### config.mk
export PLATFORM = sky130hd
export DESIGN_NAME = periodic_timer_bank_core
export DESIGN_NICKNAME = d
export VERILOG_FILES = /design/src/design/ptb_pkg.sv /design/src/design/periodic_timer_bank_core.sv /design/src/design/ptb_ctrl.sv /design/src/design/ptb_dp.sv
export SDC_FILE = /design/constraint.sdc
export NUM_CORES = 1
export LEC_CHECK = 0
export BUFFER_PORTS_ARGS = -buffer_cell sky130_fd_sc_hd__clkbuf_2
export CORE_MARGIN = 1.5
export CORE_UTILIZATION = 25
export CTS_BUF_LIST = sky130_fd_sc_hd__clkbuf_8 sky130_fd_sc_hd__clkbuf_16
export DETAILED_ROUTE_END_ITERATION = 10
export MAX_ROUTING_LAYER = met4
export SLEW_MARGIN = 20
export SYNTH_ARGS = -nofsm -noshare
export SYNTH_HDL_FRONTEND = slang
export SYNTH_SLANG_ARGS = --single-unit
### constraint.sdc
create_clock -name clk -period 9.7 [get_ports clk]
set_input_delay 1.455 -clock clk [delete_from_list [all_inputs] [get_ports clk]]
set_output_delay 1.455 -clock clk [all_outputs]
set_load 0.005 [all_outputs]
### src/design/ptb_pkg.sv
`timescale 1ns / 1ps
// ----------------------------------------------------------------------------
// ptb_pkg
// Shared types, sizes and codes for the periodic timer bank.
// ----------------------------------------------------------------------------
package ptb_pkg;

  // Sizing
  localparam int MAX_TIMERS  = 16;
  localparam int COUNT_WIDTH = 32;
  localparam int IDX_W       = (MAX_TIMERS > 1) ? $clog2(MAX_TIMERS) : 1;
  localparam int CNT_W       = $clog2(MAX_TIMERS + 1);
  localparam logic [63:0] COUNT_MAX64 =
    (COUNT_WIDTH == 64) ? '1 : ((64'd1 << COUNT_WIDTH) - 64'd1);

  typedef logic [COUNT_WIDTH-1:0] count_t;
  typedef logic [IDX_W-1:0]       idx_t;
  typedef logic [CNT_W-1:0]       cnt_t;
  typedef logic [3:0]             slot_t;

  // Input kind codes
  localparam logic KIND_TICK   = 1'b0;
  localparam logic KIND_ATTACH = 1'b1;

  // Result kind codes
  localparam logic [1:0] RK_FIRED   = 2'd0;
  localparam logic [1:0] RK_ACCEPT  = 2'd1;
  localparam logic [1:0] RK_REFUSED = 2'd2;

  typedef struct packed {
    logic        kind;
    logic [31:0] period;
    logic [7:0]  handler_id;
  } in_item_t;

  typedef struct packed {
    logic [1:0] result_kind;
    slot_t      slot;
    logic [7:0] fired_handler;
    logic       last;
  } out_item_t;

  // Controller states
  typedef enum logic [1:0] {
    ST_IDLE,
    ST_ATTACH,
    ST_WALK,
    ST_DRAIN
  } ptb_state_t;

  // Controller to datapath commands
  typedef struct packed {
    logic load;    // capture input transaction, set up walk index
    logic attach;  // perform attach and emit its result
    logic step;    // process one slot of the walk
    logic drain;   // emit held firing as the final result
  } ptb_cmd_t;

  // Datapath to controller status
  typedef struct packed {
    logic empty;
    logic idx_zero;
    logic fire;
    logic pend_valid;
    logic out_free;
  } ptb_stat_t;

  // Clamp a 32-bit period to the counter range
  function automatic count_t sat_period(input logic [31:0] p);
    if (64'(p) > COUNT_MAX64) begin
      return '1;
    end
    return COUNT_WIDTH'(p);
  endfunction

endpackage

### src/design/periodic_timer_bank_core.sv
`timescale 1ns / 1ps
// Flow: an attach result is registered from the ATTACH state once the
//   output register is free. An attach passes through IDLE and ATTACH; a tick
//   is accepted in IDLE, walks the filled slots one step per slot and ends in
//   DRAIN, flushing any held firing; a tick on an empty bank is only accepted.
//   Stalls add.
// Reset: synchronous active-low rst_n empties the bank and drops any result.
// ----------------------------------------------------------------------------
// periodic_timer_bank_core
// Bank of periodic timers: attach requests fill slots, ticks walk all filled
// slots from newest to oldest and report each firing.
// ----------------------------------------------------------------------------
module periodic_timer_bank_core (
  input  logic               clk,
  input  logic               rst_n,
  input  logic               in_valid,
  output logic               in_stall,
  input  ptb_pkg::in_item_t  in_data,
  output logic               out_valid,
  input  logic               out_stall,
  output ptb_pkg::out_item_t out_data
);
  import ptb_pkg::*;

  ptb_cmd_t  cmd;
  ptb_stat_t st;

  // Sequencer
  ptb_ctrl u_ctrl (
    .clk      (clk),
    .rst_n    (rst_n),
    .in_valid (in_valid),
    .in_kind  (in_data.kind),
    .in_stall (in_stall),
    .st       (st),
    .cmd      (cmd)
  );

  // Tables and result path
  ptb_dp u_dp (
    .clk       (clk),
    .rst_n     (rst_n),
    .in_data   (in_data),
    .out_stall (out_stall),
    .out_valid (out_valid),
    .out_data  (out_data),
    .cmd       (cmd),
    .st        (st)
  );

endmodule

### src/design/ptb_ctrl.sv
`timescale 1ns / 1ps
// ----------------------------------------------------------------------------
// ptb_ctrl
// Sequencer: accepts one transaction at a time and steps the datapath
// through an attach or a newest-to-oldest walk of the filled slots.
// ----------------------------------------------------------------------------
module ptb_ctrl (
  input  logic               clk,
  input  logic               rst_n,
  input  logic               in_valid,
  input  logic               in_kind,
  output logic               in_stall,
  input  ptb_pkg::ptb_stat_t st,
  output ptb_pkg::ptb_cmd_t  cmd
);
  import ptb_pkg::*;

  ptb_state_t state_r, state_nxt;

  // State register
  always_ff @(posedge clk) begin
    if (!rst_n) begin
      state_r <= ST_IDLE;
    end else begin
      state_r <= state_nxt;
    end
  end

  // Next state and commands
  always_comb begin
    state_nxt = state_r;
    cmd       = '0;
    in_stall  = (state_r != ST_IDLE);
    case (state_r)
      ST_IDLE: begin
        if (in_valid) begin
          cmd.load = 1'b1;
          if (in_kind == KIND_ATTACH) begin
            state_nxt = ST_ATTACH;
          end else if (!st.empty) begin
            state_nxt = ST_WALK;
          end
        end
      end
      ST_ATTACH: begin
        if (st.out_free) begin
          cmd.attach = 1'b1;
          state_nxt  = ST_IDLE;
        end
      end
      ST_WALK: begin
        // Hold the walk only when a new firing must displace a held one and the output register is not free
        if (!st.fire || !st.pend_valid || st.out_free) begin
          cmd.step = 1'b1;
          if (st.idx_zero) begin
            state_nxt = ST_DRAIN;
          end
        end
      end
      ST_DRAIN: begin
        if (!st.pend_valid) begin
          state_nxt = ST_IDLE;
        end else if (st.out_free) begin
          cmd.drain = 1'b1;
          state_nxt = ST_IDLE;
        end
      end
      default: begin
        state_nxt = ST_IDLE;
      end
    endcase
  end

endmodule

### src/design/ptb_dp.sv
`timescale 1ns / 1ps
// ----------------------------------------------------------------------------
// ptb_dp
// Timer tables, walk index, one-deep firing hold and the output register.
// ----------------------------------------------------------------------------
module ptb_dp (
  input  logic               clk,
  input  logic               rst_n,
  input  ptb_pkg::in_item_t  in_data,
  input  logic               out_stall,
  output logic               out_valid,
  output ptb_pkg::out_item_t out_data,
  input  ptb_pkg::ptb_cmd_t  cmd,
  output ptb_pkg::ptb_stat_t st
);
  import ptb_pkg::*;

  count_t     period_tab [MAX_TIMERS];
  count_t     rem_tab    [MAX_TIMERS];
  logic [7:0] hnd_tab    [MAX_TIMERS];

  in_item_t   item_r;
  cnt_t       count_r;
  idx_t       idx_r;
  logic       pend_valid_r;
  out_item_t  pend_r;
  logic       out_valid_r;
  out_item_t  out_r;

  cnt_t       cnt_m1;
  idx_t       wr_idx;
  logic       full;
  count_t     cur_period;
  count_t     rem_dec;
  logic       fire;
  logic       out_free;
  count_t     new_period;

  // Decode current slot of the walk
  assign cnt_m1     = count_r - CNT_W'(1);
  assign wr_idx     = count_r[IDX_W-1:0];
  assign full       = (count_r == CNT_W'(MAX_TIMERS));
  assign cur_period = period_tab[idx_r];
  assign rem_dec    = rem_tab[idx_r] - COUNT_WIDTH'(1);
  assign fire       = (cur_period == '0) || (rem_dec == '0);
  assign out_free   = !out_valid_r || !out_stall;
  assign new_period = sat_period(item_r.period);

  assign st.empty      = (count_r == '0);
  assign st.idx_zero   = (idx_r == '0);
  assign st.fire       = fire;
  assign st.pend_valid = pend_valid_r;
  assign st.out_free   = out_free;

  assign out_valid = out_valid_r;
  assign out_data  = out_r;

  // Capture transaction and set up the walk from the newest slot
  always_ff @(posedge clk) begin
    if (cmd.load) begin
      item_r <= in_data;
      idx_r  <= cnt_m1[IDX_W-1:0];
    end else if (cmd.step && !st.idx_zero) begin
      idx_r  <= idx_r - IDX_W'(1);
    end
  end

  // Fill count
  always_ff @(posedge clk) begin
    if (!rst_n) begin
      count_r <= '0;
    end else if (cmd.attach && !full) begin
      count_r <= count_r + CNT_W'(1);
    end
  end

  // Table writes: attach fills the next slot, a walk step updates its count
  always_ff @(posedge clk) begin
    if (cmd.attach && !full) begin
      period_tab[wr_idx] <= new_period;
      rem_tab[wr_idx]    <= new_period;
      hnd_tab[wr_idx]    <= item_r.handler_id;
    end else if (cmd.step && (cur_period != '0)) begin
      rem_tab[idx_r] <= (rem_dec == '0) ? cur_period : rem_dec;
    end
  end

  // Hold the latest firing until the next one shows it was not the last
  always_ff @(posedge clk) begin
    if (!rst_n) begin
      pend_valid_r <= 1'b0;
    end else if (cmd.step && fire) begin
      pend_valid_r <= 1'b1;
    end else if (cmd.drain) begin
      pend_valid_r <= 1'b0;
    end
  end

  always_ff @(posedge clk) begin
    if (cmd.step && fire) begin
      pend_r.result_kind   <= RK_FIRED;
      pend_r.slot          <= slot_t'(idx_r);
      pend_r.fired_handler <= hnd_tab[idx_r];
      pend_r.last          <= 1'b0;
    end
  end

  // Output register
  always_ff @(posedge clk) begin
    if (!rst_n) begin
      out_valid_r <= 1'b0;
    end else if (cmd.attach || cmd.drain || (cmd.step && fire && pend_valid_r)) begin
      out_valid_r <= 1'b1;
    end else if (!out_stall) begin
      out_valid_r <= 1'b0;
    end
  end

  always_ff @(posedge clk) begin
    if (cmd.attach) begin
      out_r.result_kind   <= full ? RK_REFUSED : RK_ACCEPT;
      out_r.slot          <= full ? slot_t'(0) : slot_t'(wr_idx);
      out_r.fired_handler <= item_r.handler_id;
      out_r.last          <= 1'b1;
    end else if (cmd.drain) begin
      out_r.result_kind   <= pend_r.result_kind;
      out_r.slot          <= pend_r.slot;
      out_r.fired_handler <= pend_r.fired_handler;
      out_r.last          <= 1'b1;
    end else if (cmd.step && fire && pend_valid_r) begin
      out_r <= pend_r;
    end
  end

endmodule

==> run summary, run 1 <==
Util after Layout -> 29.4%
PwrDens -> 246 nW/um2
Critical path type -> register to register
Hold buffer count at cts -> 0
Core ar. -> 192,000 um2
First-pass GRT wire length -> 176,000 um
FF+latch count, synth -> 1,236
Maximum number of pins on one net before global-route repair -> 119
Number of flops mapped to enable cells by yosys -> 1,222
RSZ-0062 raised after global routing -> no
Yosys cell types -> 73
Worst Tran Pin Value -> 1.07 ns
Total global routing overflow -> 0
Final Hold Viols -> 0
CP Cell Sequence -> buf_4, mux4_1, mux2_2, o221ai_1, nand4b_1, nor4_1, nor4_1, a211oi_1, nor4_1, a21oi_4, nand3_1, o22ai_4, buf_4
Crit-path max cell delay -> 0.90 ns
Wire per inst -> 24.3 um
Clk_skew -> 0.0288 ns
Router iterations before antenna repair -> 5
Leading area contributor after synthesis -> edfxtp_1
Post-synth ARST share -> 0%
Most used cell along the critical path -> nor4_1
Final Cycle Share -> 75.8%
F_max -> 0.136 GHz
Delay-heaviest family, CP -> compound AO/OA/AOI/OAI gates
Fill count -> 18,400
Setup TNS -> 0 ns
CTS tree -> built
Crit path time final -> 7.35 ns
Min-Delay Path Class -> register to register
Syn_nets -> 2,278
Clk Latency, worst-skew pair -> 0.75 ns
Vias -> 23,700
Yosys Warn Count -> 0
Hpwl dp -> 68,600 um
Vias in the first global route -> 24,200
Htree depth -> 4
# DRC -> 0
Number of cells upsized or downsized after cts -> 0
Area Growth Syn to Fin -> 16.9%
Number of antenna repair diodes -> 0
Ranking of synthesized cells by area -> edfxtp_1, mux4_2, mux2i_1, dfxtp_1, nor2_1
Port Buffer Count -> 61
Worst setup EP type -> register
Hold_sp -> u_dp.out_data[0]
Crit path max fanout -> 47
Final WL -> 121,000 um
# rows -> 161
Die Ht -> 443 um
Critical Path AT -> 7.74 ns
Vias/cell -> 4.73
Max VDD drop -> 0.209 mV
Clk root buf -> clkbuf_16
Net total in the final layout -> 2,427
Clock buffer count from CTS -> 132
GPL Wtd Cong -> 0.902
Startpoint Class -> register
Req. time, crit path -> 10.09 ns
Starting density of the core -> 25.1%
Multi-input gate area -> 11,200 um2
Cells after synthesis -> 2,226
I/O pin cnt -> 62
Area share of the largest cell type after synthesis -> 75.8%
Slew headroom -> 27.9%
Synth Cell Area -> 48,400 um2
Slew Viols, Final -> 0
GRT Util Overall -> 12.6%
Post-CTS Setup Repair Bufs -> 0
Reg area -> 37,000 um2
Die boundary width -> 443 um
Sequential element share of the synthesized area -> 76.4%
Final setup fails -> 0
Reg clk slew, reported paths -> 0.06 ns
Final ANT Viol Nets -> 0
Initial antenna violation count -> 3
Syn_area_per_cell -> 21.7 um2
Crit-path slowest cell -> dfxtp_4
Status -> finished clean
CTS Buffer Depth -> 3
Share of cells above drive strength 1 -> 28.7%
P_leak -> 17.4 nW
# clock sinks -> 1,236
Iter 0 DRT Violations -> 3,023
Main flop type after synthesis -> edfxtp_1
Die area -> 196,000 um2
Max Cap Viol -> 0
Buf+Inv Stages, Crit Path -> 2
## cell usage after synthesis, types with 3 or more instances
cell type,n
mux4_1,4
a31oi_1,26
inv_1,17
a22oi_1,22
nor4_1,15
edfxtp_1,1222
nor3_1,19
and2_1,24
mux2i_1,54
a22o_1,15
dfxtp_1,14
nand2_1,68
mux2_2,4
buf_2,41
nand3b_1,3
buf_4,10
a21oi_1,26
nand3_1,23
xnor2_1,25
ha_1,7
o221ai_1,3
mux4_2,315
a221oi_1,11
buf_6,4
clkbuf_1,46
xor2_1,6
o21ai_0,10
o22ai_1,15
and3_1,9
a21boi_0,3
or3_1,3
nand2b_1,4
or2_2,6
nor2b_1,9
a21o_1,5
nand4_1,10
nor2_1,72
buf_1,7
## per-layer routing
metal	vias up	GRT usage, %	wire [um]
met5	-	-	0
met4	0	3.51	2820
met3	217	2.15	7630
met2	920	20.0	59500
met1	12800	16.5	51500
li1	9716	-	-
## cells in the final DEF (no fill, tap or decap), types with 16 or more instances in the layout
cell | netlist | layout
buf_4 | 10 | 57
a21oi_1 | 26 | 20
nor2_1 | 72 | 72
clkbuf_2 | 1 | 61
nand3_1 | 23 | 23
xnor2_1 | 25 | 25
clkinv_2 | 0 | 20
clkbuf_16 | 0 | 134
clkinv_1 | 2 | 35
nor3_1 | 19 | 17
inv_1 | 17 | 34
bufinv_16 | 0 | 16
a22oi_1 | 22 | 22
nand2_1 | 68 | 68
edfxtp_1 | 1222 | 1222
mux2i_1 | 54 | 54
a31oi_2 | 0 | 19
mux4_2 | 315 | 315
## per-stage QoR
step                      cells  setup WS, ns  total power [mW]  hold WS [ns]  area [um2]
final                      5003          2.35              13.9         0.532       56600
after detailed placement   4766          2.51              8.96         0.504       52200
after global placement     4762          2.51              8.94         0.490       52100
after global routing       5003          2.09              14.3         0.554       56600
after CTS                  5002          2.51              14.0         0.531       56500
after floorplan            2226          2.63              8.04         0.424       48400
## state kept, by name, indices dropped and copies added (netlist names), 4 cells and up, named ones only
register / flops
u_dp.item_r: 8
u_dp.period_tab: 512
u_dp.pend_r: 12
u_dp.count_r: 5
u_dp.rem_tab: 512
u_dp.idx_r: 4
u_dp.hnd_tab: 128
u_dp.out_data: 15
u_dp.new_period: 32
## path summary, 6_finish.rpt
path	end	slack (ns)	cells after the start
worst max-delay path	u_dp.rem_tab[15][22]	2.35	13
worst min-delay path	u_dp.out_data[0]	0.53	2
worst max register to register	u_dp.rem_tab[15][22]	2.35	13
worst min register to register	u_dp.out_data[0]	0.53	2
## cell type report
type / instances / area share (%)
multi-input cells: 862 / 19.8
clock inverters: 102 / 1.66
clock buffers: 134 / 5.93
inverters: 19 / 0.130
well taps: 2526 / 5.59
repair buffers: 124 / 1.53
flip-flops and latches: 1236 / 65.4
## worst min-delay path, cell delays in order, from the launching register on
cell	delay, ns
dfxtp_1	0.33
nor2_1	0.10
a21oi_1	0.05
## cell families (layout without fill, tap and decap cells)
family                   Yosys count  after routing  share of synthesized area (%)
adder cells (fa/ha/maj)            7              7                          0.181
XOR/XNOR                          31             31                          0.561
multiplexers                     379            379                           16.2
AO/OA/AOI/OAI                    165            165                           2.49
AND/OR/NAND/NOR                  280            280                           2.95
buffers and inverters            128            379                           1.24
flip-flops                      1236           1236                           76.4
## power by group
part           leakage, nW  switching (mW)  internal (mW)  total (mW)
registers             11.1           0.170           6.05        6.22
clock network         2.18            2.08           2.94        5.02
logic                 4.10            1.58           1.07        2.65
(Power assumes the default switching activity.)
==> inputs of run 2 (changes only) <==
clock period = 7.5 ns   (was 9.7 ns; I/O delays follow)
==> run summary, run 2 (synthesis gave the netlist of run 1 again) <==
PwrDens -> 308 nW/um2 (+25%)
Clock network power share -> 34.2% (-1.9 points)
P_leak -> 17.4 nW (-0.20%)
Final ANT Viol Nets -> 0 (unchanged)
I/O pin cnt -> 62 (unchanged)
CTS Buffer Depth -> 3 (unchanged)
Hold buffer count at cts -> 0 (unchanged)
Critical Path AT -> 6.54 ns (-1.20 ns)
Total global routing overflow -> 0 (unchanged)
Crit path time final -> 6.12 ns (-1.23 ns)
Worst Tran Pin Value -> 1.01 ns (-0.0667 ns)
First-pass GRT wire length -> 172,000 um (-2.3%)
Vias/cell -> 4.63 (-2.1%)
Port Buffer Count -> 61 (unchanged)
Post-CTS Setup Repair Bufs -> 0 (unchanged)
Share of cells above drive strength 1 -> 28.5% (-0.26 points)
Hpwl dp -> 65,900 um (-3.9%)
Max VDD drop -> 0.204 mV (-2.3%)
Initial antenna violation count -> 4 (+1)
Clk_skew -> 0.0322 ns (+0.00335 ns)
RSZ-0062 raised after global routing -> no
Commonest non-fill, non-tap cell in the layout -> edfxtp_1
Placed insts -> 4,798 (+0.67%)
Number of cells upsized or downsized after cts -> 0 (unchanged)
Met3 global-route usage -> 1.67% (-0.48 points)
Router iterations before antenna repair -> 5 (unchanged)
Most frequent cells in the layout -> edfxtp_1, mux4_2, clkbuf_16
Final WL -> 120,000 um (-1.5%)
# rows -> 161 (unchanged)
Worst setup EP type -> register
Reg area -> 37,000 um2 (unchanged)
Area Growth Syn to Fin -> 16.7%
Wire per inst -> 23.9 um (-1.7%)
GRT busiest layer -> met2
Final setup fails -> 0 (unchanged)
Comb pwr share -> 19.8% (+0.7 points)
Iter 0 DRT Violations -> 2,522 (-17%)
Slew Viols, Final -> 0 (unchanged)
Critical path type -> register to register
Fill count -> 18,500 (+0.34%)
Final Hold Viols -> 0 (unchanged)
Slew headroom -> 33.0% (+5.1 points)
Clock buffer count from CTS -> 120 (-9.1%)
Sw Pwr -> 4.75 mW (+24%)
Startpoint Class -> register
Vias in the first global route -> 23,800 (-1.6%)
Util after Layout -> 29.3% (-0.062 points)
Status -> finished clean
Maximum number of pins on one net before global-route repair -> 102 (-14%)
Req. time, crit path -> 7.92 ns (-2.17 ns)
GPL Wtd Cong -> 0.828 (-8.2%)
Reg clk slew, reported paths -> 0.06 ns (about the same)
Die boundary width -> 443 um (unchanged)
Die Ht -> 443 um (unchanged)
F_max -> 0.163 GHz (+20%)
Share of power burned in registers -> 46.0% (+1.2 points)
Setup TNS -> 0 ns (unchanged)
CTS tree -> built
Starting density of the core -> 25.1% (unchanged)
Htree depth -> 3 (-1)
Min-Delay Path Class -> register to register
# clock sinks -> 1,236 (unchanged)
R2r worst-path depth -> 16 (+3)
Endpoint, Worst Hold -> u_dp.out_data[0]
Net total in the final layout -> 2,446 (+0.78%)
Final Cycle Share -> 81.6% (+5.9 points)
Top Registers -> u_dp.period_tab (512), u_dp.rem_tab (512), u_dp.hnd_tab (128)
Clk root buf -> clkbuf_16
Fin cells -> 5,013 (+0.20%)
Crit path max fanout -> 40 (-15%)
Core ar. -> 192,000 um2 (unchanged)
Reg2reg end -> u_dp.rem_tab[8][24]
Sw frac -> 27.3% (-0.24 points)
Hold_sp -> u_dp.out_data[0]
Number of cells on the worst hold path -> 2 (unchanged)
Vias -> 23,200 (-1.9%)
GRT Util Overall -> 12.3% (-0.26 points)
# DRC -> 0 (unchanged)
Met2 usage -> 20.4% (+0.36 points)
Clk Latency, worst-skew pair -> 0.72 ns (-0.03 ns)
Die area -> 196,000 um2 (unchanged)
Internal power -> 12.6 mW (+26%)
Max Cap Viol -> 0 (unchanged)
Met1 Track Usage GR -> 16.0% (-0.58 points)
Reg2Reg Setup Slack -> 1.38 ns (-0.97 ns)
Multi-input gate area -> 11,100 um2 (-0.66%)
[run 2: metrics by stage]
stage                     total power, mW  instance area (um2)  setup slack (ns)  hold WS, ns
after CTS                            17.5                56400              1.38        0.512
after global placement               11.6                52500              1.23        0.493
after floorplan                      10.4                48400             0.427        0.424
final                                17.4                56500              1.38        0.506
after global routing                 18.0                56500              1.11        0.542
after detailed placement             11.6                52600              1.39        0.502
[run 2: cell type report]
class                           count  area share (%)
Sequential cell                  1236            65.5
Multi-Input combinational cell    862            19.7
Tap cell                         2526            5.60
Clock buffer                      121            5.36
Timing Repair Buffer              155            2.21
Clock inverter                     93            1.48
Inverter                           19           0.131
Antenna cell                        1         0.00443
[run 2: power groups by stage]
stage	sequential (mW)	clock (mW)	combinational, mW
after CTS	8.00	6.05	3.46
after floorplan	8.03	0	2.37
after detailed placement	8.15	0	3.44
final	8.00	5.95	3.44
after global placement	8.14	0	3.43
after global routing	8.01	6.31	3.65
[run 2: worst max-delay path by stage]
stage / endpoint / slack (ns)
floorplan: u_dp.rem_tab[7][0] / 0.43
global placement: u_dp.rem_tab[1][14] / 1.23
detailed placement: u_dp.rem_tab[10][8] / 1.39
CTS: u_dp.rem_tab[1][28] / 1.38
global route: u_dp.rem_tab[8][22] / 1.11
finish: u_dp.rem_tab[8][24] / 1.38
[run 2: layer usage]
layer,up-vias,part of all wire [%]
li1,9747,-
met1,12600,42
met2,750,50
met3,171,5.8
met4,0,2.2
met5,-,0
[run 2: worst max-delay path, cell delays in order (launching register included)]
cell and delay [ns]:
dfxtp_4 0.78, mux4_2 0.41, a22o_1 0.27, nor2_1 0.22
ha_1 0.27, nor2b_1 0.17, a22oi_1 0.17, nor4_4 0.35
or4b_1 0.63, a21o_1 0.21, a211oi_1 0.43, nor4_1 0.19
a21oi_4 0.25, buf_4 0.26, nand3_1 0.35, o22ai_4 0.57
buf_12 0.23
